--- src/rtl/fbib_pkg.sv ---
// ---------------------------------------------------------------------------
// fbib_pkg
// shared types and constants of the framebuffer ink bounding box block
// ---------------------------------------------------------------------------
`timescale 1ns / 1ps
`default_nettype none

package fbib_pkg;

    localparam int COORD_W      = 12;
    localparam int SIZE_W       = 13;
    localparam int COL_W        = 9;
    localparam int PIX_PER_BYTE = 8;
    localparam int IDX_W        = 3;
    localparam int STRIDE_W     = 10;
    localparam int SAFE_POS_W   = 14;
    localparam int SAFE_LEN_W   = 13;
    localparam int CALC_W       = 16;
    localparam int CFG_IDX_W    = 3;
    localparam int CFG_DATA_W   = 16;
    localparam int MAX_PANEL_DIM = 4096;

    localparam logic [CFG_IDX_W-1:0] REG_PANEL_WIDTH  = 3'd0;
    localparam logic [CFG_IDX_W-1:0] REG_PANEL_HEIGHT = 3'd1;
    localparam logic [CFG_IDX_W-1:0] REG_STRIDE_BYTES = 3'd2;
    localparam logic [CFG_IDX_W-1:0] REG_ORIENTATION  = 3'd3;
    localparam logic [CFG_IDX_W-1:0] REG_SAFE_X       = 3'd4;
    localparam logic [CFG_IDX_W-1:0] REG_SAFE_Y       = 3'd5;
    localparam logic [CFG_IDX_W-1:0] REG_SAFE_W       = 3'd6;
    localparam logic [CFG_IDX_W-1:0] REG_SAFE_H       = 3'd7;

    localparam logic [1:0] ORIENT_PORTRAIT      = 2'd0;
    localparam logic [1:0] ORIENT_LANDSCAPE_CW  = 2'd1;
    localparam logic [1:0] ORIENT_PORTRAIT_INV  = 2'd2;
    localparam logic [1:0] ORIENT_LANDSCAPE_CCW = 2'd3;

    typedef struct packed {
        logic [COORD_W-1:0] row;
        logic [COL_W-1:0]   byte_column;
        logic [7:0]         pixel_byte;
        logic               last;
    } item_t;

    typedef struct packed {
        logic               found;
        logic [COORD_W-1:0] box_x;
        logic [COORD_W-1:0] box_y;
        logic [SIZE_W-1:0]  box_width;
        logic [SIZE_W-1:0]  box_height;
    } result_t;

    typedef struct packed {
        logic               ok;
        logic [1:0]         orient;
        logic [COORD_W-1:0] pw;
        logic [COORD_W-1:0] ph;
        logic [COORD_W-1:0] x0;
        logic [COORD_W-1:0] x1;
        logic [COORD_W-1:0] y0;
        logic [COORD_W-1:0] y1;
    } region_t;

    typedef struct packed {
        logic             hit;
        logic [IDX_W-1:0] lo_idx;
        logic [IDX_W-1:0] hi_idx;
    } merge_t;

endpackage

`default_nettype wire

--- src/rtl/framebuffer_ink_bounding_box.sv ---
// ---------------------------------------------------------------------------
// framebuffer_ink_bounding_box
// bounding box of ink pixels of a 1-bit panel inside a rotated safe region
//
//  channel  | direction | handshake           | word
//  ---------+-----------+---------------------+-------------------------------
//  item     | in        | item_valid/stall    | row, byte_column, pixel_byte, last
//  result   | out       | result_valid/stall  | found, box_x/y, box_width/height
//  cfg      | in        | cfg_valid/cfg_ready | cfg_index, cfg_data
//
//  one byte per cycle while item_stall is low; eight pixel lanes test a byte in parallel
//  the last byte runs through stage 1, stage 2 and the finished box to the result word
//  reset clears configuration, the box accumulator and all valids
//  item_stall rises only when a result is stalled on the output and a second
//  one is waiting behind it; cfg_ready is always high
// ---------------------------------------------------------------------------
`timescale 1ns / 1ps
`default_nettype none

module framebuffer_ink_bounding_box (
    input  wire logic                             clk,
    input  wire logic                             rst_n,
    input  wire logic                             item_valid,
    output      logic                             item_stall,
    input  wire fbib_pkg::item_t                  item,
    output      logic                             result_valid,
    input  wire logic                             result_stall,
    output      fbib_pkg::result_t                result,
    input  wire logic                             cfg_valid,
    output      logic                             cfg_ready,
    input  wire logic [fbib_pkg::CFG_IDX_W-1:0]   cfg_index,
    input  wire logic [fbib_pkg::CFG_DATA_W-1:0]  cfg_data
);

    localparam int CW = fbib_pkg::COORD_W;

    fbib_pkg::region_t region;
    fbib_pkg::merge_t  merged;
    logic              hold;
    logic              row_in;
    logic [fbib_pkg::PIX_PER_BYTE-1:0] hits;

    // stage 1: accepted word
    logic              s1_valid_reg;
    fbib_pkg::item_t   s1_item_reg;

    // stage 2: merged byte
    logic              s2_valid_reg;
    logic              s2_last_reg;
    logic              s2_hit_reg;
    logic [CW-1:0]     s2_xlo_reg;
    logic [CW-1:0]     s2_xhi_reg;
    logic [CW-1:0]     s2_row_reg;

    // accumulator
    logic              ink_seen_reg;
    logic              ink_seen_next;
    logic [CW-1:0]     min_x_reg;
    logic [CW-1:0]     max_x_reg;
    logic [CW-1:0]     min_y_reg;
    logic [CW-1:0]     max_y_reg;
    logic [CW-1:0]     min_x_next;
    logic [CW-1:0]     max_x_next;
    logic [CW-1:0]     min_y_next;
    logic [CW-1:0]     max_y_next;

    // finished physical box
    logic              fin_valid_reg;
    logic              fin_found_reg;
    logic [CW-1:0]     fin_min_x_reg;
    logic [CW-1:0]     fin_max_x_reg;
    logic [CW-1:0]     fin_min_y_reg;
    logic [CW-1:0]     fin_max_y_reg;

    logic              result_valid_reg;
    fbib_pkg::result_t result_reg;
    fbib_pkg::result_t result_next;
    logic [fbib_pkg::SIZE_W-1:0] span_x;
    logic [fbib_pkg::SIZE_W-1:0] span_y;
    logic [CW-1:0]     flip_x;
    logic [CW-1:0]     flip_y;

    fbib_region u_region (
        .clk       (clk),
        .rst_n     (rst_n),
        .cfg_valid (cfg_valid),
        .cfg_ready (cfg_ready),
        .cfg_index (cfg_index),
        .cfg_data  (cfg_data),
        .region    (region)
    );

    assign hold       = fin_valid_reg && result_valid_reg && result_stall;
    assign item_stall = hold;

    always_ff @(posedge clk or negedge rst_n)
    begin
        if (!rst_n)
        begin
            s1_valid_reg <= 1'b0;
        end
        else if (!hold)
        begin
            s1_valid_reg <= item_valid;
        end
    end

    always_ff @(posedge clk)
    begin
        if (!hold && item_valid)
        begin
            s1_item_reg <= item;
        end
    end

    assign row_in = region.ok && (s1_item_reg.row >= region.y0) && (s1_item_reg.row < region.y1);

    // lane 0 is the msb, the leftmost pixel
    for (genvar i = 0; i < fbib_pkg::PIX_PER_BYTE; i++)
    begin : g_lane
        fbib_lane u_lane (
            .enable    (row_in),
            .pixel_bit (s1_item_reg.pixel_byte[fbib_pkg::PIX_PER_BYTE-1-i]),
            .pos_x     ({s1_item_reg.byte_column, fbib_pkg::IDX_W'(i)}),
            .x0        (region.x0),
            .x1        (region.x1),
            .hit       (hits[i])
        );
    end

    fbib_merge u_merge (
        .hits   (hits),
        .merged (merged)
    );

    always_ff @(posedge clk or negedge rst_n)
    begin
        if (!rst_n)
        begin
            s2_valid_reg <= 1'b0;
        end
        else if (!hold)
        begin
            s2_valid_reg <= s1_valid_reg;
        end
    end

    always_ff @(posedge clk)
    begin
        if (!hold && s1_valid_reg)
        begin
            s2_last_reg <= s1_item_reg.last;
            s2_hit_reg  <= merged.hit;
            s2_xlo_reg  <= {s1_item_reg.byte_column, merged.lo_idx};
            s2_xhi_reg  <= {s1_item_reg.byte_column, merged.hi_idx};
            s2_row_reg  <= s1_item_reg.row;
        end
    end

    always_comb
    begin
        ink_seen_next = ink_seen_reg;
        min_x_next    = min_x_reg;
        max_x_next    = max_x_reg;
        min_y_next    = min_y_reg;
        max_y_next    = max_y_reg;
        if (s2_hit_reg)
        begin
            ink_seen_next = 1'b1;
            if (!ink_seen_reg)
            begin
                min_x_next = s2_xlo_reg;
                max_x_next = s2_xhi_reg;
                min_y_next = s2_row_reg;
                max_y_next = s2_row_reg;
            end
            else
            begin
                min_x_next = (s2_xlo_reg < min_x_reg) ? s2_xlo_reg : min_x_reg;
                max_x_next = (s2_xhi_reg > max_x_reg) ? s2_xhi_reg : max_x_reg;
                min_y_next = (s2_row_reg < min_y_reg) ? s2_row_reg : min_y_reg;
                max_y_next = (s2_row_reg > max_y_reg) ? s2_row_reg : max_y_reg;
            end
        end
    end

    always_ff @(posedge clk or negedge rst_n)
    begin
        if (!rst_n)
        begin
            ink_seen_reg  <= 1'b0;
            min_x_reg     <= '0;
            max_x_reg     <= '0;
            min_y_reg     <= '0;
            max_y_reg     <= '0;
            fin_valid_reg <= 1'b0;
        end
        else if (!hold)
        begin
            fin_valid_reg <= s2_valid_reg && s2_last_reg;
            if (s2_valid_reg && s2_last_reg)
            begin
                ink_seen_reg <= 1'b0;
                min_x_reg    <= '0;
                max_x_reg    <= '0;
                min_y_reg    <= '0;
                max_y_reg    <= '0;
            end
            else if (s2_valid_reg)
            begin
                ink_seen_reg <= ink_seen_next;
                min_x_reg    <= min_x_next;
                max_x_reg    <= max_x_next;
                min_y_reg    <= min_y_next;
                max_y_reg    <= max_y_next;
            end
        end
    end

    always_ff @(posedge clk)
    begin
        if (!hold && s2_valid_reg && s2_last_reg)
        begin
            fin_found_reg <= region.ok && ink_seen_next;
            fin_min_x_reg <= min_x_next;
            fin_max_x_reg <= max_x_next;
            fin_min_y_reg <= min_y_next;
            fin_max_y_reg <= max_y_next;
        end
    end

    // map physical corners back to logical space
    always_comb
    begin
        span_x = {1'b0, fin_max_x_reg - fin_min_x_reg} + fbib_pkg::SIZE_W'(1);
        span_y = {1'b0, fin_max_y_reg - fin_min_y_reg} + fbib_pkg::SIZE_W'(1);
        flip_x = region.pw - CW'(1) - fin_max_x_reg;
        flip_y = region.ph - CW'(1) - fin_max_y_reg;
        result_next = '0;
        if (fin_found_reg)
        begin
            result_next.found = 1'b1;
            case (region.orient)
                fbib_pkg::ORIENT_PORTRAIT:
                begin
                    result_next.box_x      = flip_y;
                    result_next.box_y      = fin_min_x_reg;
                    result_next.box_width  = span_y;
                    result_next.box_height = span_x;
                end
                fbib_pkg::ORIENT_LANDSCAPE_CW:
                begin
                    result_next.box_x      = flip_x;
                    result_next.box_y      = flip_y;
                    result_next.box_width  = span_x;
                    result_next.box_height = span_y;
                end
                fbib_pkg::ORIENT_PORTRAIT_INV:
                begin
                    result_next.box_x      = fin_min_y_reg;
                    result_next.box_y      = flip_x;
                    result_next.box_width  = span_y;
                    result_next.box_height = span_x;
                end
                default:
                begin
                    result_next.box_x      = fin_min_x_reg;
                    result_next.box_y      = fin_min_y_reg;
                    result_next.box_width  = span_x;
                    result_next.box_height = span_y;
                end
            endcase
        end
    end

    always_ff @(posedge clk or negedge rst_n)
    begin
        if (!rst_n)
        begin
            result_valid_reg <= 1'b0;
        end
        else if (!hold)
        begin
            if (fin_valid_reg)
            begin
                result_valid_reg <= 1'b1;
            end
            else if (!result_stall)
            begin
                result_valid_reg <= 1'b0;
            end
        end
    end

    always_ff @(posedge clk)
    begin
        if (!hold && fin_valid_reg)
        begin
            result_reg <= result_next;
        end
    end

    assign result_valid = result_valid_reg;
    assign result       = result_reg;

    a_stall_only_when_full: assert property (@(posedge clk) disable iff (!rst_n)
        item_stall |-> fin_valid_reg && result_valid_reg)
        else $error("input stalled with a free result slot");

    a_box_ordered: assert property (@(posedge clk) disable iff (!rst_n)
        ink_seen_reg |-> (min_x_reg <= max_x_reg) && (min_y_reg <= max_y_reg))
        else $error("accumulated box corners out of order");

    a_fin_moves: assert property (@(posedge clk) disable iff (!rst_n)
        fin_valid_reg && !result_valid_reg |=> result_valid_reg)
        else $error("finished box did not reach the output register");

    a_empty_result_zero: assert property (@(posedge clk) disable iff (!rst_n)
        result_valid_reg && !result_reg.found |-> (result_reg.box_x == '0)
            && (result_reg.box_y == '0) && (result_reg.box_width == '0)
            && (result_reg.box_height == '0))
        else $error("result without ink carries nonzero box");

    a_found_nonempty: assert property (@(posedge clk) disable iff (!rst_n)
        result_valid_reg && result_reg.found |-> (result_reg.box_width != '0)
            && (result_reg.box_height != '0))
        else $error("found box has zero size");

endmodule

`default_nettype wire

--- src/rtl/fbib_region.sv ---
// ---------------------------------------------------------------------------
// fbib_region
// configuration registers and the registered panel-space scan region
// ---------------------------------------------------------------------------
`timescale 1ns / 1ps
`default_nettype none

module fbib_region (
    input  wire logic                             clk,
    input  wire logic                             rst_n,
    input  wire logic                             cfg_valid,
    output      logic                             cfg_ready,
    input  wire logic [fbib_pkg::CFG_IDX_W-1:0]   cfg_index,
    input  wire logic [fbib_pkg::CFG_DATA_W-1:0]  cfg_data,
    output      fbib_pkg::region_t                region
);

    logic [fbib_pkg::COORD_W-1:0]    panel_width_reg;
    logic [fbib_pkg::COORD_W-1:0]    panel_height_reg;
    logic [fbib_pkg::STRIDE_W-1:0]   stride_bytes_reg;
    logic [1:0]                      orientation_reg;
    logic [fbib_pkg::SAFE_POS_W-1:0] safe_x_reg;
    logic [fbib_pkg::SAFE_POS_W-1:0] safe_y_reg;
    logic [fbib_pkg::SAFE_LEN_W-1:0] safe_w_reg;
    logic [fbib_pkg::SAFE_LEN_W-1:0] safe_h_reg;

    fbib_pkg::region_t region_reg;
    fbib_pkg::region_t region_next;

    logic signed [fbib_pkg::CALC_W-1:0] w_s;
    logic signed [fbib_pkg::CALC_W-1:0] h_s;
    logic signed [fbib_pkg::CALC_W-1:0] lx0;
    logic signed [fbib_pkg::CALC_W-1:0] lx1;
    logic signed [fbib_pkg::CALC_W-1:0] ly0;
    logic signed [fbib_pkg::CALC_W-1:0] ly1;
    logic signed [fbib_pkg::CALC_W-1:0] ra;
    logic signed [fbib_pkg::CALC_W-1:0] rb;
    logic signed [fbib_pkg::CALC_W-1:0] rc;
    logic signed [fbib_pkg::CALC_W-1:0] rd;
    logic signed [fbib_pkg::CALC_W-1:0] ra_dn;
    logic signed [fbib_pkg::CALC_W-1:0] rb_up;
    logic [fbib_pkg::SIZE_W-1:0]        bytes_needed;
    logic                               cfg_ok;

    function automatic logic [fbib_pkg::COORD_W-1:0] clamp_edge(
        input logic signed [fbib_pkg::CALC_W-1:0] v,
        input logic [fbib_pkg::COORD_W-1:0]       hi
    );
        logic [fbib_pkg::COORD_W-1:0] r;
        if (v < 0)
        begin
            r = '0;
        end
        else if (v > $signed({{(fbib_pkg::CALC_W - fbib_pkg::COORD_W){1'b0}}, hi}))
        begin
            r = hi;
        end
        else
        begin
            r = v[fbib_pkg::COORD_W-1:0];
        end
        return r;
    endfunction

    assign cfg_ready = 1'b1;
    assign region    = region_reg;

    always_ff @(posedge clk or negedge rst_n)
    begin
        if (!rst_n)
        begin
            panel_width_reg  <= '0;
            panel_height_reg <= '0;
            stride_bytes_reg <= '0;
            orientation_reg  <= '0;
            safe_x_reg       <= '0;
            safe_y_reg       <= '0;
            safe_w_reg       <= '0;
            safe_h_reg       <= '0;
        end
        else if (cfg_valid && cfg_ready)
        begin
            case (cfg_index)
                fbib_pkg::REG_PANEL_WIDTH:  panel_width_reg  <= cfg_data[fbib_pkg::COORD_W-1:0];
                fbib_pkg::REG_PANEL_HEIGHT: panel_height_reg <= cfg_data[fbib_pkg::COORD_W-1:0];
                fbib_pkg::REG_STRIDE_BYTES: stride_bytes_reg <= cfg_data[fbib_pkg::STRIDE_W-1:0];
                fbib_pkg::REG_ORIENTATION:  orientation_reg  <= cfg_data[1:0];
                fbib_pkg::REG_SAFE_X:       safe_x_reg       <= cfg_data[fbib_pkg::SAFE_POS_W-1:0];
                fbib_pkg::REG_SAFE_Y:       safe_y_reg       <= cfg_data[fbib_pkg::SAFE_POS_W-1:0];
                fbib_pkg::REG_SAFE_W:       safe_w_reg       <= cfg_data[fbib_pkg::SAFE_LEN_W-1:0];
                fbib_pkg::REG_SAFE_H:       safe_h_reg       <= cfg_data[fbib_pkg::SAFE_LEN_W-1:0];
                default:                    panel_width_reg  <= panel_width_reg;
            endcase
        end
    end

    always_comb
    begin
        w_s = $signed({{(fbib_pkg::CALC_W - fbib_pkg::COORD_W){1'b0}}, panel_width_reg});
        h_s = $signed({{(fbib_pkg::CALC_W - fbib_pkg::COORD_W){1'b0}}, panel_height_reg});
        lx0 = $signed({{(fbib_pkg::CALC_W - fbib_pkg::SAFE_POS_W){safe_x_reg[fbib_pkg::SAFE_POS_W-1]}},
                       safe_x_reg});
        ly0 = $signed({{(fbib_pkg::CALC_W - fbib_pkg::SAFE_POS_W){safe_y_reg[fbib_pkg::SAFE_POS_W-1]}},
                       safe_y_reg});
        lx1 = lx0 + $signed({{(fbib_pkg::CALC_W - fbib_pkg::SAFE_LEN_W){1'b0}}, safe_w_reg});
        ly1 = ly0 + $signed({{(fbib_pkg::CALC_W - fbib_pkg::SAFE_LEN_W){1'b0}}, safe_h_reg});

        case (orientation_reg)
            fbib_pkg::ORIENT_PORTRAIT:
            begin
                ra = ly0;       rb = ly1;       rc = h_s - lx1; rd = h_s - lx0;
            end
            fbib_pkg::ORIENT_LANDSCAPE_CW:
            begin
                ra = w_s - lx1; rb = w_s - lx0; rc = h_s - ly1; rd = h_s - ly0;
            end
            fbib_pkg::ORIENT_PORTRAIT_INV:
            begin
                ra = w_s - ly1; rb = w_s - ly0; rc = lx0;       rd = lx1;
            end
            default:
            begin
                ra = lx0;       rb = lx1;       rc = ly0;       rd = ly1;
            end
        endcase

        // round the low x bound down and the high x bound up to byte boundaries
        ra_dn = ra & ~(fbib_pkg::CALC_W'(fbib_pkg::PIX_PER_BYTE - 1));
        rb_up = (rb + fbib_pkg::CALC_W'(fbib_pkg::PIX_PER_BYTE - 1))
                & ~(fbib_pkg::CALC_W'(fbib_pkg::PIX_PER_BYTE - 1));

        bytes_needed = ({1'b0, panel_width_reg} + fbib_pkg::SIZE_W'(fbib_pkg::PIX_PER_BYTE - 1))
                       >> fbib_pkg::IDX_W;

        cfg_ok = (panel_width_reg != '0) && (panel_height_reg != '0)
                 && (panel_width_reg[fbib_pkg::IDX_W-1:0] == '0)
                 && ({1'b0, panel_width_reg} <= fbib_pkg::SIZE_W'(fbib_pkg::MAX_PANEL_DIM))
                 && ({1'b0, panel_height_reg} <= fbib_pkg::SIZE_W'(fbib_pkg::MAX_PANEL_DIM))
                 && ({{(fbib_pkg::SIZE_W - fbib_pkg::STRIDE_W){1'b0}}, stride_bytes_reg}
                     >= bytes_needed)
                 && (safe_w_reg != '0) && (safe_h_reg != '0);

        region_next.orient = orientation_reg;
        region_next.pw     = panel_width_reg;
        region_next.ph     = panel_height_reg;
        region_next.x0     = clamp_edge(ra_dn, panel_width_reg);
        region_next.x1     = clamp_edge(rb_up, panel_width_reg);
        region_next.y0     = clamp_edge(rc, panel_height_reg);
        region_next.y1     = clamp_edge(rd, panel_height_reg);
        region_next.ok     = cfg_ok && (region_next.x1 > region_next.x0)
                             && (region_next.y1 > region_next.y0);
    end

    always_ff @(posedge clk or negedge rst_n)
    begin
        if (!rst_n)
        begin
            region_reg <= '0;
        end
        else
        begin
            region_reg <= region_next;
        end
    end

endmodule

`default_nettype wire

--- src/rtl/fbib_lane.sv ---
// ---------------------------------------------------------------------------
// fbib_lane
// one pixel lane: ink test against the region's x span
// ---------------------------------------------------------------------------
`timescale 1ns / 1ps
`default_nettype none

module fbib_lane (
    input  wire logic                          enable,
    input  wire logic                          pixel_bit,
    input  wire logic [fbib_pkg::COORD_W-1:0]  pos_x,
    input  wire logic [fbib_pkg::COORD_W-1:0]  x0,
    input  wire logic [fbib_pkg::COORD_W-1:0]  x1,
    output      logic                          hit
);

    // zero bit is ink
    assign hit = enable && !pixel_bit && (pos_x >= x0) && (pos_x < x1);

endmodule

`default_nettype wire

--- src/rtl/fbib_merge.sv ---
// ---------------------------------------------------------------------------
// fbib_merge
// combines lane hits into leftmost and rightmost ink index of a byte
// ---------------------------------------------------------------------------
`timescale 1ns / 1ps
`default_nettype none

module fbib_merge (
    input  wire logic [fbib_pkg::PIX_PER_BYTE-1:0] hits,
    output      fbib_pkg::merge_t                  merged
);

    always_comb
    begin
        merged.hit    = |hits;
        merged.lo_idx = '0;
        merged.hi_idx = '0;
        for (int i = fbib_pkg::PIX_PER_BYTE - 1; i >= 0; i--)
        begin
            if (hits[i])
            begin
                merged.lo_idx = fbib_pkg::IDX_W'(i);
            end
        end
        for (int i = 0; i < fbib_pkg::PIX_PER_BYTE; i++)
        begin
            if (hits[i])
            begin
                merged.hi_idx = fbib_pkg::IDX_W'(i);
            end
        end
    end

endmodule

`default_nettype wire
--- config.mk ---
export PLATFORM = sky130hd
export DESIGN_NAME = framebuffer_ink_bounding_box
export DESIGN_NICKNAME = d
export VERILOG_FILES = /design/src/rtl/fbib_pkg.sv /design/src/rtl/framebuffer_ink_bounding_box.sv /design/src/rtl/fbib_region.sv /design/src/rtl/fbib_lane.sv /design/src/rtl/fbib_merge.sv
export SDC_FILE = /design/constraint.sdc
export NUM_CORES = 1
export LEC_CHECK = 0
export BUFFER_PORTS_ARGS = -buffer_cell sky130_fd_sc_hd__clkbuf_2
export CAP_MARGIN = 20
export CORE_ASPECT_RATIO = 0.75
export CORE_MARGIN = 8
export CORE_UTILIZATION = 30
export CTS_CLUSTER_SIZE = 12
export DETAILED_ROUTE_END_ITERATION = 8
export PLACE_DENSITY = 0.44
export SLEW_MARGIN = 20
export SYNTH_ARGS = -nofsm -noshare
export SYNTH_HDL_FRONTEND = slang
export SYNTH_SLANG_ARGS = --single-unit
--- constraint.sdc ---
create_clock -name clk -period 22.1 [get_ports clk]
set_input_delay 2.21 -clock clk [delete_from_list [all_inputs] [get_ports clk]]
set_output_delay 2.21 -clock clk [all_outputs]
set_load 0.01 [all_outputs]
# [Word level (Yosys, flattened, before mapping)]
# Cells that the tools add are included.
[op_classes] bitwise_logic=1 n_addsub=20 n_eq_ne=12 reduce_logical=77 magnitude_cmp=35 n_mux=52
[ops] cell="two-way mux 12 bit" count=28
[ops] cell="case mux 16 bit (3 select lines)" count=4
[ops] cell="case mux 50 bit (3 select lines)" count=1
[ops] cell="less-than comparator 12 bit" count=11
[ops] cell=">= comparator 12 bit" count=9
[ops] cell="greater-than comparator 16 x 13 -> 1 bit" count=4
[ops] cell="less-than comparator 16 x 1 -> 1 bit (second input constant)" count=4
[ops] cell="subtractor 13 x 16 -> 16 bit" count=4
[ops] cell="subtractor 13 x 14 -> 15 bit" count=4
[ops] cell="two-way mux 51 bit" count=1
[ops] cell="greater-than comparator 12 bit" count=4
[ops] cell="subtractor 12 bit" count=4
[ops] cell="logical AND 1 bit" count=44
[ops] cell="adder 14 x 14 -> 15 bit" count=2
[ops] cell="adder 12 x 1 -> 13 bit (second input constant)" count=2
[ops] cell="less-or-equal comparator 12 x 13 -> 1 bit (second input constant)" count=2
[ops] cell="nonzero test 13 bit" count=2
[ops] cell="nonzero test 12 bit" count=2
[ops] cell="subtractor 12 x 1 -> 12 bit (second input constant)" count=2
[ops] cell="AND reduction 2 bit" count=10
[ops] cell="adder 16 x 4 -> 16 bit (second input constant)" count=1
[ops] cell="adder 12 x 3 -> 13 bit (second input constant)" count=1
[ops] cell="== test 3 bit (second input constant)" count=4
[ops] cell="two-way mux 2 bit" count=6
[ops] cell="other kinds (16)" count=41
[totals] regBits=377 elab_cells=246

# [Logic depth before layout (Yosys ltp)]
# Gate-level depths: netlist (run 1).
[depth] word_depth=13 ltp_mapped=41 depth_no_buf=38

# [Modules after synthesis]
# A second synthesis (run 1) with hierarchy kept.
[unflattened] cells_unflattened=3453 area_unflattened_um2=32098.3
[by_module_without_submodules] module="fbib_region" instances=1 area_each_um2=14126.0 cells_each=1575 seq_area_each_um2=4129.0
[by_module_without_submodules] module="framebuffer_ink_bounding_box" instances=1 area_each_um2=13212.7 cells_each=1211 seq_area_each_um2=6100.9
[by_module_without_submodules] module="fbib_lane" instances=8 area_each_um2=579.3 cells_each=81 seq_area_each_um2=0.0
[by_module_without_submodules] module="fbib_merge" instances=1 area_each_um2=125.1 cells_each=19 seq_area_each_um2=0.0

# [Worst setup path after synthesis (run 1)]
# No wires, ideal clock.
[synth_path] path_type="register -> register" startpoint="reg u_region.orientation_reg[1]" endpoint="reg u_region.region_reg (netlist bit u_region.region[74])" n_path_buf=3 path_stages_with_launch=40 path_slack_ns=14.985 required_ns=21.973 period_less_slack_ns=7.115 arrival_time_ns=6.988 cell_sequence="dfrtp_1 -> inv_1 -> ha_1 -> buf_1 -> clkbuf_1 -> clkbuf_1 -> nand2_1 -> o21ai_0 -> ha_1 -> fa_1 -> nor2b_1 -> o21ai_1 -> nand2b_1 -> a2111oi_0 -> nor3_1 -> a221o_1 -> a21oi_1 -> xnor2_1 -> [4 not listed] -> a21o_1 -> a21oi_1 -> nand2b_1 -> a21oi_1 -> a211o_1 -> a31o_2 -> o311ai_4 -> mux2_2 -> ha_1 -> nor2b_1 -> o21ai_0 -> nand2b_1 -> a21oi_1 -> nor3_1 -> a211oi_1 -> o21ai_0 -> nand4_1 -> a21oi_1"
[synth_lines] element="start: declaration" line_no="fbib_region.sv:21" source="logic [1:0] orientation_reg;"
[synth_lines] element="start signal: assignment" line_no="fbib_region.sv:87" source="fbib_pkg::REG_ORIENTATION: orientation_reg <= cfg_data[1:0];"
[synth_lines] element="end signal: assignment" line_no="fbib_region.sv:162" source="region_reg <= region_next;"
[synth_lines] element="end: declaration" line_no="fbib_region.sv:27" source="fbib_pkg::region_t region_reg;"

==> results.py, run 1 <==
metrics = {
    "synthesis": {
        "synth-seq-cells": 377,
        "syn_area_per_cell_sq_um": 10.2,
        "async_flop_share_pct": 57.8,
        "ys_types": 93,
        "synth_fp_nets": 2952,
        "yosysTopAreaCell": "dfrtp_1",
        "synth_ff_type": "dfrtp_1",
        "synth_area_leaders": "dfrtp_1 21%, edfxtp_1 18%, ha_1 14%, mux2_2 4.5%, inv_1 3.2%",
        "synth_top_area_share_pct": 20.5,
        "syn_area_sq_um": 26600,
        "ys_warn_count": 0,
        "synthCells": 2601,
        "synth_edf_count": 159,
        "yosysSeqAreaShare_pct": 38.5,
    },
    "setup_path": {
        "crit_start": "u_region.safe_y_reg[0]$_DFFE_PN0P_",
        "cp-start-kind": "register",
        "rr_worst_depth": 34,
        "crit_path_end_kind": "register",
        "r2r-end": "u_region.region[74]$_DFF_PN0_",
        "crit_arrival_ns": 9.54,
        "worstSetupPathType": "register to register",
        "worst_path_largest_cell_delay_ns": 0.97,
        "cpLargestDelayFamily": "compound AO/OA/AOI/OAI gates",
        "crit_path_end": "u_region.region[74]$_DFF_PN0_",
        "cp_data_required_time_ns": 22.57,
        "crit_buf_inv": 3,
        "slowest_stage": "nor3_1",
        "cp_max_fo": 23,
        "reg2reg_from": "u_region.safe_y_reg[0]$_DFFE_PN0P_",
        "rrSetupSlack_ns": 13.02,
        "cp.depth": 34,
    },
    "timing": {
        "skew_ns": 0.0192,
        "slew_viol_final": 0,
        "tightest_slew_ns": 1.20,
        "slew_headroom_pct": 19.3,
        "period_needed_ns": 9.08,
        "setup_violations": 0,
        "hold_viol": 0,
        "fin_tns_setup_ns": 0,
        "max_freq_mhz": 110,
        "rsz0062_at_grt": "no",
        "setup_slack_ns": 13.02,
        "period_share_pct": 41.1,
    },
    "routing": {
        "drt_wl_total_um": 88000,
        "drt_iter0_markers": 1771,
        "wire_per_inst_um": 22.6,
        "ant_nets": 0,
        "avgViaCountPerCell": 5.29,
        "drc": 0,
        "vias": 20600,
        "dr.pass1.iters": 5,
    },
    "clocking": {
        "cts_buffers": 45,
        "ctsResizeCount": 0,
        "clkSinkCount": 377,
        "root_buffer": "clkbuf_16",
        "cts_hold_buf": 0,
        "cts_max_level": 2,
        "cts_tree": "done",
        "clk_pin_slew_ns": 0.06,
        "clk_path_buf_depth": 3,
        "clk_latency_ns": 0.59,
        "cts_setup_buffers": 0,
    },
    "placed_design": {
        "port_buffers": 104,
        "pre_cts_ws_ns": 12.97,
        "dp_cells": 3806,
        "place_congestion": 0.870,
        "hpwl_um": 67400,
    },
    "die": {
        "rows": 94,
        "initial_core_util_pct": 30.3,
        "io_pins": 108,
        "core_sq_um": 87700,
        "die_area_sq_um": 98500,
        "die_w_um": 360,
        "die_y_um": 274,
    },
    "power": {
        "peakVddDrop_mv": 0.0956,
        "powerDensity_nw_per_um2": 147,
        "power_uw": 4410,
        "p_leak_uw": 0.0130,
    },
    "global_routing": {
        "grt_pass1_wl_um": 132000,
        "grt_start_max_net_pins": 137,
        "grt.total_usage_pct": 17.4,
        "grt_pass1_vias": 20300,
        "antenna_found_initial": 9,
        "overflow": 0,
    },
    "finish": {
        "nets": 3052,
        "stdcell_count": 3892,
        "largest_register_ffs": 75,
        "area_growth_pct": 12.7,
        "layout-drive-gt1-share_pct": 14.5,
        "post-route-util_pct": 34.2,
        "fill_cells": 8909,
    },
    "status": {
        "status": "finished clean",
    },
    "run": {
        "maxCapViolations": 0,
    },
    "min_path": {
        "worstHoldPathType": "register to register",
    },
}
[how the worst min path moves through the flow]
stage	slack [ns]	cells after the start	startpoint	endpoint
after floorplan	0.40	0	s1_item_reg[0]$_DFFE_PP_	s2_last_reg$_DFFE_PP_
after global placement	0.42	0	s1_item_reg[0]$_DFFE_PP_	s2_last_reg$_DFFE_PP_
after detailed placement	0.43	0	s1_item_reg[0]$_DFFE_PP_	s2_last_reg$_DFFE_PP_
after CTS	0.45	0	s1_item_reg[0]$_DFFE_PP_	s2_last_reg$_DFFE_PP_
after global routing	0.47	0	s1_item_reg[0]$_DFFE_PP_	s2_last_reg$_DFFE_PP_
final	0.45	0	s1_item_reg[0]$_DFFE_PP_	s2_last_reg$_DFFE_PP_
[worst reg2reg max path: cells and delay by family, from the launching register on]
family                   cells  cell delay, ns
flip-flops                   1            0.54
adder cells (fa/ha/maj)      5            1.70
AO/OA/AOI/OAI               14            2.85
XOR/XNOR                     2            0.72
buffers and inverters        3            0.56
multiplexers                 2            0.58
AND/OR/NAND/NOR              8            2.00
[kinds of logic after synthesis]
| logic type | count (synthesis) | synth area share [%] |
|---|---|---|
| AO/OA/AOI/OAI | 648 | 16.7 |
| AND/OR/NAND/NOR | 621 | 12.0 |
| XOR/XNOR | 131 | 4.32 |
| adder cells (fa/ha/maj) | 297 | 14.2 |
| other | 1 | 0.0141 |
| multiplexers | 210 | 9.51 |
| flip-flops | 377 | 38.5 |
| buffers and inverters | 316 | 4.80 |
[area by class of cell]
| class | instances | area, sq um | area share, % |
|---|---|---|---|
| Tap cell | 1152 | 1440 | 4.81 |
| Clock inverter | 21 | 220 | 0.735 |
| Timing Repair Buffer | 142 | 828 | 2.76 |
| Antenna cell | 2 | 5.00 | 0.0167 |
| Inverter | 227 | 852 | 2.84 |
| Clock buffer | 63 | 1260 | 4.22 |
| Multi-Input combinational cell | 1908 | 15100 | 50.5 |
| Sequential cell | 377 | 10200 | 34.1 |
[cells in the final DEF (no fill, tap or decap), types with 37 or more instances in the layout]
master / instances
inv_1: 224
buf_4: 37
a22o_1: 47
xor2_1: 43
nand2b_1: 40
nor2_1: 107
mux2i_1: 75
clkbuf_16: 45
xnor2_1: 88
a21o_1: 69
nor2b_1: 50
nor3_1: 56
ha_1: 285
o21ai_0: 154
clkbuf_2: 103
nand3_1: 43
a21oi_1: 142
and2_1: 46
nand2_1: 167
edfxtp_1: 159
dfrtp_1: 217
mux2_2: 106
[cells in the mapped netlist (15+ instances only)]
| library cell | n |
|---|---|
| edfxtp_1 | 159 |
| nor2b_1 | 50 |
| xnor2_1 | 88 |
| ha_1 | 288 |
| clkbuf_1 | 62 |
| o21a_1 | 32 |
| mux2i_1 | 75 |
| xor2_1 | 43 |
| a22o_1 | 47 |
| a21oi_1 | 142 |
| mux2_2 | 106 |
| nor3_1 | 57 |
| nand3_1 | 43 |
| a21o_1 | 69 |
| nand2b_1 | 40 |
| and2_1 | 47 |
| mux4_2 | 21 |
| o21ai_0 | 156 |
| nand2_1 | 167 |
| inv_1 | 224 |
| a221oi_1 | 15 |
| dfrtp_1 | 218 |
| nor2_1 | 108 |
| nand4_1 | 28 |
| a211oi_1 | 16 |
[power breakdown]
part | total [uW] | switching [uW] | internal [uW]
Clock | 755 | 317 | 438
Combinational | 2590 | 1530 | 1060
Sequential | 1060 | 153 | 907
[metrics by stage]
step                      hold WS, ns  instance area, sq um
after CTS                       0.451                 30000
after global placement          0.416                 28500
after detailed placement        0.426                 28500
final                           0.448                 30000
after floorplan                 0.400                 26600
after global routing            0.470                 30000
[metal layers]
layer	share of wire [%]	wire [um]	GRT usage [%]
met1	51	44900	26.6
met2	41	36100	25.7
met3	5.9	5170	2.60
met4	2.0	1800	3.68
met5	0.014	12	0
No activity file was read; power rests on OpenSTA's default activity.
==> inputs of run 2 (changes only) <==
--- a/config.mk
+++ b/config.mk
@@ -12,7 +12,7 @@
 export CORE_UTILIZATION = 30
 export CTS_CLUSTER_SIZE = 12
 export DETAILED_ROUTE_END_ITERATION = 8
-export PLACE_DENSITY = 0.44
+export PLACE_DENSITY = 0.45
 export SLEW_MARGIN = 20
 export SYNTH_ARGS = -nofsm -noshare
 export SYNTH_HDL_FRONTEND = slang
==> constraint.sdc (replaced) <==
create_clock -name clk -period 8 [get_ports clk]
set_input_delay 0.8 -clock clk [delete_from_list [all_inputs] [get_ports clk]]
set_output_delay 0.8 -clock clk [all_outputs]
set_load 0.01 [all_outputs]
==> run 2 against run 1 <==
Against the previous run: combinational power increased to 3.2 times the previous value; clock-buffer cell count decreased by 5; non-clock buffer count increased by 109; die area unchanged; critical path type unchanged; largest cell class unchanged.
==> results.py, run 2 (same netlist as run 1, synthesis figures left out) <==
metrics = {
    "finish": {
        "final_cell_mix": "285 x ha_1, 224 x inv_1, 217 x dfrtp_1, 167 x nand2_1, 159 x edfxtp_1",
        "layout-drive-gt1-share_pct": 18.6,
        "area_growth_pct": 16.6,
        "final_common_cell": "ha_1",
        "largest_register_ffs": 75,
        "stdcell_count": 3999,
        "nets": 3161,
        "antenna_cells": 0,
    },
    "setup_path": {
        "worstSetupPathType": "register to register",
        "reg2reg_from": "u_region.safe_h_reg[0]$_DFFE_PN0P_",
        "crit_path_end_kind": "register",
        "worst_path_largest_cell_delay_ns": 0.44,
        "cp-start-kind": "register",
        "cp_max_fo": 5,
        "r2r-end": "u_region.region[74]$_DFF_PN0_",
        "slowest_stage": "fa_1",
        "crit_top_cell": "ha_1",
        "crit_arrival_ns": 8.03,
        "rrSetupSlack_ns": 0.43,
        "cp_data_required_time_ns": 8.46,
        "rr_worst_depth": 37,
    },
    "global_routing": {
        "antenna_found_initial": 11,
        "grt_pass1_wl_um": 142000,
        "grt_pass1_vias": 21400,
        "overflow": 0,
        "met3_usage_pct": 4.02,
        "grtUsageMet2_pct": 27.2,
        "gr-usage-met1_pct": 28.9,
        "grt_start_max_net_pins": 155,
        "busiest_layer": "met1",
        "grt.total_usage_pct": 19.0,
    },
    "timing": {
        "fin_tns_setup_ns": 0,
        "slew_viol_final": 0,
        "period_needed_ns": 7.57,
        "max_freq_mhz": 132,
        "setup_violations": 0,
        "skew_ns": 0.0523,
        "hold_viol": 0,
        "slew_headroom_pct": 20.4,
        "setup_slack_ns": 0.429,
        "tightest_slew_ns": 1.19,
        "period_share_pct": 94.6,
    },
    "die": {
        "initial_core_util_pct": 30.3,
        "die_y_um": 274,
        "die_area_sq_um": 98500,
        "core_sq_um": 87700,
        "rows": 94,
        "io_pins": 108,
        "die_w_um": 360,
    },
    "routing": {
        "wire_per_inst_um": 24.0,
        "drc": 0,
        "avgViaCountPerCell": 5.31,
        "dr.pass1.iters": 7,
        "ant_nets": 0,
        "drt_wl_total_um": 95800,
        "drt_iter0_markers": 1723,
        "vias": 21200,
    },
    "clocking": {
        "cts_max_level": 2,
        "cts_tree": "done",
        "clk_pin_slew_ns": 0.08,
        "cts_buffers": 45,
        "cts_hold_buf": 0,
        "root_buffer": "clkbuf_16",
        "clkSinkCount": 377,
        "clk_path_buf_depth": 3,
        "clk_latency_ns": 0.62,
    },
    "power": {
        "p_leak_uw": 0.0136,
        "powerDensity_nw_per_um2": 429,
        "peakVddDrop_mv": 0.170,
    },
    "placed_design": {
        "pre_cts_ws_ns": 0.0455,
        "dp_cells": 3906,
        "port_buffers": 104,
        "place_congestion": 0.953,
        "hpwl_um": 74300,
    },
    "run": {
        "maxCapViolations": 0,
    },
    "status": {
        "status": "finished clean",
    },
    "min_path": {
        "worstHoldPathType": "primary input to asynchronous set/reset pin",
    },
}
[run 2: changes by cell type in the layout (fill, tap and decap cells not counted), moves of 3 or more]
cell       change
buf_6          +3
clkinv_2       +5
buf_4        +105
o21ai_2        +3
clkbuf_1       -4
nor2b_2        +3
o21ai_0        -4
bufinv_16      +3
nor2b_1        -3
[run 2: layout make-up]
type / instances / area [sq um]
clock buffer: 58 / 1250
clock inverter: 26 / 315
fill: 8859 / 56800
inverter: 227 / 852
multi-input combinational: 1908 / 15200
sequential: 377 / 10200
tap: 1152 / 1440
timing repair buffer: 251 / 1670
[run 2: worst max-delay path by stage]
stage / to / slack, ns / from / depth (start not counted)
floorplan: u_region.region[74]$_DFF_PN0_ / 0.88 / u_region.orientation_reg[1]$_DFFE_PN0P_ / 39
global placement: u_region.region[74]$_DFF_PN0_ / 0.1 / u_region.safe_h_reg[0]$_DFFE_PN0P_ / 36
global route: u_region.region[74]$_DFF_PN0_ / -0.004 / u_region.safe_w_reg[2]$_DFFE_PN0P_ / 37
CTS: u_region.region[74]$_DFF_PN0_ / 0.003 / u_region.safe_x_reg[0]$_DFFE_PN0P_ / 37
detailed placement: u_region.region[74]$_DFF_PN0_ / 0.05 / u_region.safe_x_reg[0]$_DFFE_PN0P_ / 37
finish: u_region.region[74]$_DFF_PN0_ / 0.43 / u_region.safe_h_reg[0]$_DFFE_PN0P_ / 37
[run 2: worst max-delay path, delay by kind of cell (launching register included)]
family	cells	cell delay (ns)
muxes	1	0.30
xor gates and xnor gates	2	0.40
DFF	1	0.37
adders and majority gates	5	1.54
AOI/OAI and AO/OA	16	3.05
buffers and inverters	5	0.62
and+or+nand+nor	8	1.11
[run 2: what timing repair did]
item,4_1_cts,5_1_grt
endpoints found under the hold margin,0,0
setup endpoints to repair,0,1
gates resized for setup,0,32
buffers inserted,0,8
[run 2: report_power, final]
group | internal, uW | switching, uW | leakage, uW
clock | 1300 | 903 | 0.000767
sequential | 2510 | 405 | 0.00428
combinational | 3500 | 4660 | 0.00860
total | 7310 | 5970 | 0.0136
[run 2: layer usage]
metal / wire length [um] / share of wire (%)
met5: 0 / 0
met4: 1990 / 2.1
met3: 7040 / 7.3
met2: 38400 / 40
met1: 48400 / 51
[run 2: metrics by stage]
| stage | hold WS (ns) | area [sq um] | total power [uW] | utilization (%) |
|---|---|---|---|---|
| after floorplan | 0.400 | 26600 | 7910 | - |
| after global placement | 0.427 | 29200 | 10700 | 33.3 |
| after detailed placement | 0.419 | 29200 | 10800 | 33.3 |
| after CTS | 0.173 | 30800 | 13100 | 35.1 |
| after global routing | 0.222 | 31000 | 14200 | 35.3 |
| final | 0.180 | 31000 | 13300 | 35.3 |
==> inputs of run 3 (changes only) <==
--- a/config.mk
+++ b/config.mk
@@ -9,10 +9,11 @@
 export CAP_MARGIN = 20
 export CORE_ASPECT_RATIO = 0.75
 export CORE_MARGIN = 8
-export CORE_UTILIZATION = 30
+export CORE_UTILIZATION = 57
+export CTS_BUF_LIST = sky130_fd_sc_hd__clkbuf_8 sky130_fd_sc_hd__clkbuf_16
 export CTS_CLUSTER_SIZE = 12
 export DETAILED_ROUTE_END_ITERATION = 8
-export PLACE_DENSITY = 0.45
+export PLACE_DENSITY = 0.76
 export SLEW_MARGIN = 20
 export SYNTH_ARGS = -nofsm -noshare
 export SYNTH_HDL_FRONTEND = slang
==> run 3 against run 2 <==
Against the previous run: register-to-register slack worse by 0.08 ns; die area down 45%; core utilization up 29 points; maximum frequency down 0.99%; largest cell class unchanged; flip-flop and latch count unchanged; worst hold slack better by 0.0072 ns.
==> results.py, run 3 (same netlist as run 1, synthesis figures left out) <==
metrics = {
    "die": {
        "initial_core_util_pct": 57.7,
        "die_area_sq_um": 53900,
        "die_w_um": 265,
        "rows": 68,
        "die_y_um": 203,
        "io_pins": 108,
        "core_sq_um": 46000,
    },
    "min_path": {
        "worstHoldPathType": "primary input to asynchronous set/reset pin",
    },
    "clocking": {
        "cts_max_level": 2,
        "cts_buffers": 41,
        "clk_path_buf_depth": 3,
        "cts_tree": "done",
        "clk_pin_slew_ns": 0.06,
        "root_buffer": "clkbuf_16",
        "clkSinkCount": 377,
        "cts_hold_buf": 0,
        "clk_latency_ns": 0.58,
    },
    "run": {
        "maxCapViolations": 0,
    },
    "timing": {
        "whs_ns": 0.187,
        "setup_violations": 0,
        "period_needed_ns": 7.65,
        "skew_ns": 0.0292,
        "slew_viol_final": 0,
        "period_share_pct": 95.6,
        "max_freq_mhz": 131,
        "setup_slack_ns": 0.353,
        "hold_viol": 0,
        "tightest_slew_ns": 1.23,
        "slew_headroom_pct": 18.1,
    },
    "global_routing": {
        "grt_start_max_net_pins": 80,
        "grt.total_usage_pct": 30.6,
        "grt_pass1_vias": 21100,
        "grt_pass1_wl_um": 126000,
        "antenna_found_initial": 3,
        "overflow": 0,
    },
    "power": {
        "p_leak_uw": 0.0133,
        "power_uw": 12400,
        "peakVddDrop_mv": 0.201,
        "powerDensity_nw_per_um2": 419,
    },
    "finish": {
        "antenna_cells": 0,
        "regArea_sq_um": 10200,
        "fill_cells": 3707,
        "nets": 3095,
        "multiInputGateArea_sq_um": 15200,
        "final_common_cell": "ha_1",
        "post-route-util_pct": 64.3,
        "layout.cell_area.non_filler_sq_um": 29600,
        "area_growth_pct": 11.4,
        "final_cell_mix": "285 x ha_1, 240 x inv_1, 216 x dfrtp_1, 166 x nand2_1, 159 x edfxtp_1",
        "largest_register_ffs": 75,
        "layout-drive-gt1-share_pct": 16.0,
    },
    "routing": {
        "wire_per_inst_um": 24.8,
        "ant_nets": 0,
        "drt_iter0_markers": 2130,
        "dr.pass1.iters": 6,
        "vias": 21500,
        "drt_wl_total_um": 84400,
        "avgViaCountPerCell": 6.33,
        "drc": 0,
    },
    "setup_path": {
        "crit_arrival_ns": 8.15,
        "crit_buf_inv": 4,
        "cp-start-kind": "register",
        "cpLargestDelayFamily": "compound AO/OA/AOI/OAI gates",
        "cp.depth": 36,
        "cp_data_required_time_ns": 8.51,
        "cp_max_fo": 8,
        "worstSetupPathType": "register to register",
        "rr_worst_depth": 36,
        "crit_path_end_kind": "register",
        "slowest_stage": "dfrtp_1",
        "worst_path_largest_cell_delay_ns": 0.40,
    },
    "placed_design": {
        "placed_area_sq_um": 28200,
        "place_congestion": 1.04,
        "pre_cts_ws_ns": 0.165,
        "port_buffers": 104,
        "hpwl_um": 64400,
    },
    "status": {
        "status": "finished clean",
    },
}
[run 3: changes by cell type in the layout (fill, tap and decap cells not counted), sizes merged]
| cell | previous run | this run |
|---|---|---|
| clkinv | 17 | 9 |
| buf | 148 | 86 |
| bufinv | 6 | 3 |
| inv | 228 | 244 |
| clkinvlp | 2 | 0 |
| clkbuf | 161 | 149 |
[run 3: power by group]
part / internal [uW] / switching [uW]
registers: 2510 / 425
logic: 3190 / 4400
clock network: 1070 / 813
total: 6770 / 5630
[run 3: final timing paths]
check / startpoint / to / slack [ns]
max reg2reg: u_region.safe_w_reg[2]$_DFFE_PN0P_ / u_region.region[74]$_DFF_PN0_ / 0.35
max: u_region.safe_w_reg[2]$_DFFE_PN0P_ / u_region.region[74]$_DFF_PN0_ / 0.35
min in group clk: item[0] / s1_item_reg[0]$_DFFE_PP_ / 0.41
min reg2reg: s1_item_reg[0]$_DFFE_PP_ / s2_last_reg$_DFFE_PP_ / 0.43
min: rst_n / u_region.stride_bytes_reg[5]$_DFFE_PN0P_ / 0.19
max in group asynchronous: rst_n / u_region.safe_y_reg[3]$_DFFE_PN0P_ / 6.34
[run 3: layer usage]
layer | vias up | wire (um) | track usage [%]
met3 | 169 | 10200 | 10.6
met1 | 10600 | 36300 | 42.5
met5 | - | 0 | 0
met4 | 0 | 2550 | 8.94
li1 | 9803 | - | -
met2 | 999 | 35400 | 44.7
[run 3: metrics by stage]
| step | cells | setup TNS, ns |
|---|---|---|
| 6_report | 3406 | 0 |
| 5_1_grt | 3406 | -0.0264 |
| 4_1_cts | 3401 | 0 |
| 3_5_place_dp | 3326 | 0 |
| 3_3_place_gp | 3325 | 0 |
| 2_1_floorplan | 2601 | 0 |
[run 3: layout make-up]
cell class                 count  area share, %
clock buffer                  46           3.70
tap                          630           2.66
clock inverter                29          0.697
multi-input combinational   1908           51.4
timing repair buffer         189           4.08
inverter                     227           2.88
sequential                   377           34.6
[run 3: what timing repair did]
action	in CTS	in global routing
endpoints found under the setup margin	0	1
gates resized for setup	0	23
buffers inserted	0	5
hold endpoints to repair	0	0
